--- src/rtl/core/fdmd_pkg.sv ---
// Shared constants and control/status types for the frame-difference motion detector.
package fdmd_pkg;

  localparam int DEF_MAX_WIDTH  = 512;
  localparam int DEF_MAX_HEIGHT = 256;

  localparam int LUMA_W   = 8;
  localparam int FW_W     = 10;
  localparam int FH_W     = 9;
  localparam int THR_W    = 8;
  localparam int SUM_W    = 25;
  localparam int APB_AW   = 4;
  localparam int APB_DW   = 32;

  localparam logic [FW_W-1:0]  FW_RESET  = 10'd320;
  localparam logic [FH_W-1:0]  FH_RESET  = 9'd240;
  localparam logic [THR_W-1:0] THR_RESET = 8'd10;

  // Register indexes, taken from paddr[3:2].
  localparam logic [1:0] REG_WIDTH     = 2'd0;
  localparam logic [1:0] REG_HEIGHT    = 2'd1;
  localparam logic [1:0] REG_THRESHOLD = 2'd2;

  typedef struct packed {
    logic capture;     // pixel transfer: latch pixel, start store read
    logic accumulate;  // add difference, write store, advance counters
    logic load_bound;  // form threshold * width * height
    logic load_out;    // move frame result into the output register
  } fdmd_cmd_t;

  typedef struct packed {
    logic frame_end;   // current pixel is the last of its frame
    logic out_busy;    // output register holds a result not yet taken
  } fdmd_status_t;

endpackage

--- src/rtl/core/fdmd_ctrl.sv ---
// Controller state machine sequencing pixel accumulation and frame results.
module fdmd_ctrl
  import fdmd_pkg::*;
(
  input  logic         clk,
  input  logic         rst_n,
  input  logic         in_valid,
  output logic         in_ready,
  input  fdmd_status_t status,
  output fdmd_cmd_t    cmd
);

  localparam logic [1:0] ST_IDLE  = 2'd0;
  localparam logic [1:0] ST_ACC   = 2'd1;
  localparam logic [1:0] ST_BOUND = 2'd2;
  localparam logic [1:0] ST_OUT   = 2'd3;

  logic [1:0] state_r;
  logic [1:0] state_nxt;

  always_comb begin
    state_nxt       = state_r;
    cmd             = '0;
    in_ready        = 1'b0;
    unique case (state_r)
      ST_IDLE: begin
        in_ready = 1'b1;
        if (in_valid) begin
          cmd.capture = 1'b1;
          state_nxt   = ST_ACC;
        end
      end
      ST_ACC: begin
        cmd.accumulate = 1'b1;
        state_nxt      = status.frame_end ? ST_BOUND : ST_IDLE;
      end
      ST_BOUND: begin
        cmd.load_bound = 1'b1;
        state_nxt      = ST_OUT;
      end
      ST_OUT: begin
        // Hold here until the previous result has been taken.
        if (!status.out_busy) begin
          cmd.load_out = 1'b1;
          state_nxt    = ST_IDLE;
        end
      end
      default: state_nxt = ST_IDLE;
    endcase
  end

  always_ff @(posedge clk) begin
    if (!rst_n) begin
      state_r <= ST_IDLE;
    end else begin
      state_r <= state_nxt;
    end
  end

endmodule

--- config.mk ---
export PLATFORM = sky130hd
export DESIGN_NAME = fdmd_ctrl
export DESIGN_NICKNAME = d
export VERILOG_FILES = /design/src/rtl/core/fdmd_pkg.sv /design/src/rtl/core/fdmd_ctrl.sv
export SDC_FILE = /design/constraint.sdc
export NUM_CORES = 1
export LEC_CHECK = 0
export ABC_AREA = 1
export BUFFER_PORTS_ARGS = -buffer_cell sky130_fd_sc_hd__buf_2
export CAP_MARGIN = 15
export CORE_AREA = 2 2 39 41
export CTS_CLUSTER_DIAMETER = 50
export DETAILED_ROUTE_END_ITERATION = 10
export DIE_AREA = 0 0 41 43
export MAX_ROUTING_LAYER = met4
export RECOVER_POWER = 50
export SLEW_MARGIN = 0
export SYNTH_ARGS = -nofsm -noshare
export SYNTH_HDL_FRONTEND = slang
export SYNTH_SLANG_ARGS = --single-unit
--- constraint.sdc ---
create_clock -name clk -period 0.8 [get_ports clk]
set_input_delay 0 -clock clk [delete_from_list [all_inputs] [get_ports clk]]
set_output_delay 0 -clock clk [all_outputs]
set_load 0.02 [all_outputs]
======== Word-level counts from Yosys, hierarchy flattened ========
Index checks and enable logic that the tools add are counted.
word-level totals
  flip-flop bits (word level) ............. 2
  input bits .............................. 5
  output and inout port bits .............. 5
  word-level logic and storage cells ...... 19
cells by class
  eq/ne operators ......................... 5
  mux-type cells .......................... 11
  reductions and logical operators ........ 2
operator list
  kind                                                              number
  2-bit case mux with 4 select lines                                1
  1-bit 2-to-1 mux                                                  7
  2-bit 2-to-1 mux                                                  3
  2-bit == test (second input constant)                             2
  2-bit != test (second input constant)                             2
  2-bit by 1-bit == test with 1-bit output (second input constant)  1
  2-bit logical NOT                                                 1
  2-bit AND reduction                                               1

======== Logic depth before layout (Yosys ltp) ========
  word-level depth ........................ 3
  gate-level depth with buffers ........... 4

======== Worst setup path before layout ========
No wires, ideal clock.
  kind .................................... register to register
  from .................................... register (tool-made name)
  to ...................................... register (tool-made name)
  library setup time ...................... 0.133 ns
  data arrival time ....................... 0.806 ns
  slack ................................... -0.139 ns
  stages on the path, launching flop included .. 4
  buffers on the path ..................... 0
  period minus slack after synthesis ...... 0.939 ns
  cells stage by stage .................... dfxtp_1 > nand2_1 > nor2_1 > nor2_1

==> impl_metrics.csv <==
group,metric,value,unit
synth,netlist_area,110,sq um
placement,gp_congestion,0.430,
detailed_routing,dr.pass1.iters,2,
power_and_ir_drop,power.density,1720,mW/mm^2
synth,yosysTopAreaCellShare,0.364,
synth,synth_cell_types,9,
power_and_ir_drop,power.static_leakage,0.133,nW
setup_path,required,0.80,ns
sta,period_share,1.14,
clock_tree,clock_sinks,2,
synth,syn-num-nets,24,
die,die_area,0.00176,sq mm
setup_path,end_kind,"primary output",
die,initial_core_util,0.0796,
power_and_ir_drop,pwr-share-comb,0.268,
clock_tree,cts.htree.levels,1,
clock_tree,cts_root_buf,"clkbuf_4",
clock_tree,cts_tree,"done",
cells_and_area,syn2layout_area_growth,143,%
flow_run,maxCapViolCount,0,
setup_path,r2r_setup_slack,0.03,ns
sta,finalHoldViolCount,0,
synth,yosys_warnings,0,
power_and_ir_drop,p_switching,0.128,mW
die,rows,14,
global_routing,antenna_found_initial,0,
placement,dpl.hpwl,242,um
power_and_ir_drop,ir_drop,0.273,mV
cells_and_area,nets,40,
placement,dp_cells,44,
setup_path,path_class,"reg -> out",
detailed_routing,drtAntennaViolNets,0,
power_and_ir_drop,p_seq_frac,0.248,
outcome,violations,"setup timing",
sta,max_freq,1100,MHz
setup_path,worstPathArrival,0.91,ns
sta,worst_slack,-0.111,ns
clock_tree,insertion_delay,0.22,ns
cells_and_area,mostFrequentLayoutCells,"nor2_1 (4), buf_2 (4), buf_6 (4)",
die,die_h,43,um
die,num_io_pins,10,
detailed_routing,wl_per_cell,7.37,um
synth,syn_area_per_cell,5.80,sq um
sta,setup_viol,5,
global_routing,overflow,0,
detailed_routing,vias,158,
cells_and_area,stdcell_area,268,sq um
die,die_w,41,um
global_routing,grt_pass1_wl,434,um
clock_tree,numCtsBuffers,3,
setup_path,crit_path_end,"cmd[2]",
sta,layout_min_cycle_time,0.911,ns
detailed_routing,drc,0,
sta,rsz0062_at_grt,"true",
cells_and_area,drive_above_1_share,0.667,
synth,ys_ff_latch,2,
synth,yosys.area.top_type,"dfxtp_1",
power_and_ir_drop,power.internal,0.332,mW
detailed_routing,wirelength,361,um
detailed_routing,first_iter_violations,1,
cells_and_area,diodes,0,
global_routing,grt_max_degree,5,
sta,worst_pin_slew,0.133,ns
sta,slew-limit-headroom,0.911,
power_and_ir_drop,clkPwrFrac,0.483,
die,core_area,0.00138,sq mm
setup_path,reg2reg_depth,5,
sta,slew_viol_final,0,
power_and_ir_drop,p_sw_frac,0.278,
setup_path,setup.worst_path.start_class,"flip-flop",
sta,finClkSkew,0.00161,ns
hold_path,min_path_type,"in -> reg",
placement,postPlaceCellArea,183,sq um
outcome,outcome,"complete, but fails checks",
global_routing,grt_pass1_vias,136,
cells_and_area,fin_cells,49,
placement,io_buffer_count,9,
synth,syn-instance-count,19,
global_routing,groute.usage.overall,0.0524,
detailed_routing,viasPerCell,3.22,
clock_tree,cts_buffer_depth,2,
synth,ys_seq_area_frac,0.364,
setup_path,crit_fanout,3,
clock_tree,clk_pin_slew_worst_paths,0.03,ns
synth,yosys-top-cells-area,"dfxtp_1 (36%), nor2_1 (20%), inv_1 (10%)",
==> per-stage QoR <==
stage	setup slack (ns)	hold WS, ns	setup TNS, ns	total power, mW	utilization
final	-0.111	0.0316	-0.403	0.459	0.193
after floorplan	0.0188	0.0344	0	0.164	-
after detailed placement	0.0741	0.270	0	0.195	0.132
after global placement	0.0731	0.264	0	0.195	0.132
after global routing	-0.159	0.0372	-0.655	0.499	0.193
after CTS	-0.112	0.0207	-0.382	0.453	0.170
==> routing by layer <==
metal	share of wire	GRT usage
met5	0	-
met2	0.60	0.0656
met3	0.10	0.0314
met1	0.29	0.0192
met4	0	0.120
==> cell type report <==
type	instances	area, sq um
timing repair buffer	11	87.6
multi-input combinational	12	73.8
clock buffer	3	22.5
sequential	2	42.5
inverter	5	21.3
fill	156	1120
tap	16	20.0
==> cells in the mapped netlist, drive strengths merged <==
cell type,number
nor2,6
inv,5
nand2,3
dfxtp,2
a21oi,1
nand3,1
o21ai,1
==> cell families after synthesis <==
logic type	Yosys count	synth area share
buffers and inverters	5	0.170
AOI/OAI and AO/OA	2	0.0908
and+or+nand+nor	10	0.375
DFF	2	0.364
==> worst max-delay path: stages, from the launching register on <==
cell and delay [ns]:
dfxtp_2 0.33, buf_4 0.13, nor2_1 0.09, buf_4 0.15
==> worst min-delay path by stage <==
| stage | cells after the start | startpoint | to | slack [ns] |
|---|---|---|---|---|
| final | 3 | rst_n | state_r[0] | 0.03 |
| after floorplan | 1 | status[0] | cmd[0] | 0.03 |
| after CTS | 3 | rst_n | state_r[0] | 0.02 |
| after global placement | 3 | in_valid | state_r[0] | 0.26 |
| after detailed placement | 3 | rst_n | state_r[0] | 0.27 |
| after global routing | 3 | in_valid | state_r[0] | 0.04 |
==> what timing repair did <==
item / in CTS / in global routing
setup endpoints to repair: 5 / 6
buffers inserted: 1 / 1
hold buffers: 0 / 0
gates resized for setup: 9 / 7
pin swaps: 1 / 4
==> power groups by stage <==
stage | combinational (mW) | sequential, mW | clock, mW
after detailed placement | 0.0815 | 0.114 | 0
after global routing | 0.133 | 0.115 | 0.251
final | 0.123 | 0.114 | 0.222
after global placement | 0.0814 | 0.114 | 0
after floorplan | 0.0510 | 0.113 | 0
after CTS | 0.0992 | 0.114 | 0.240
(Power assumes the default switching activity.)
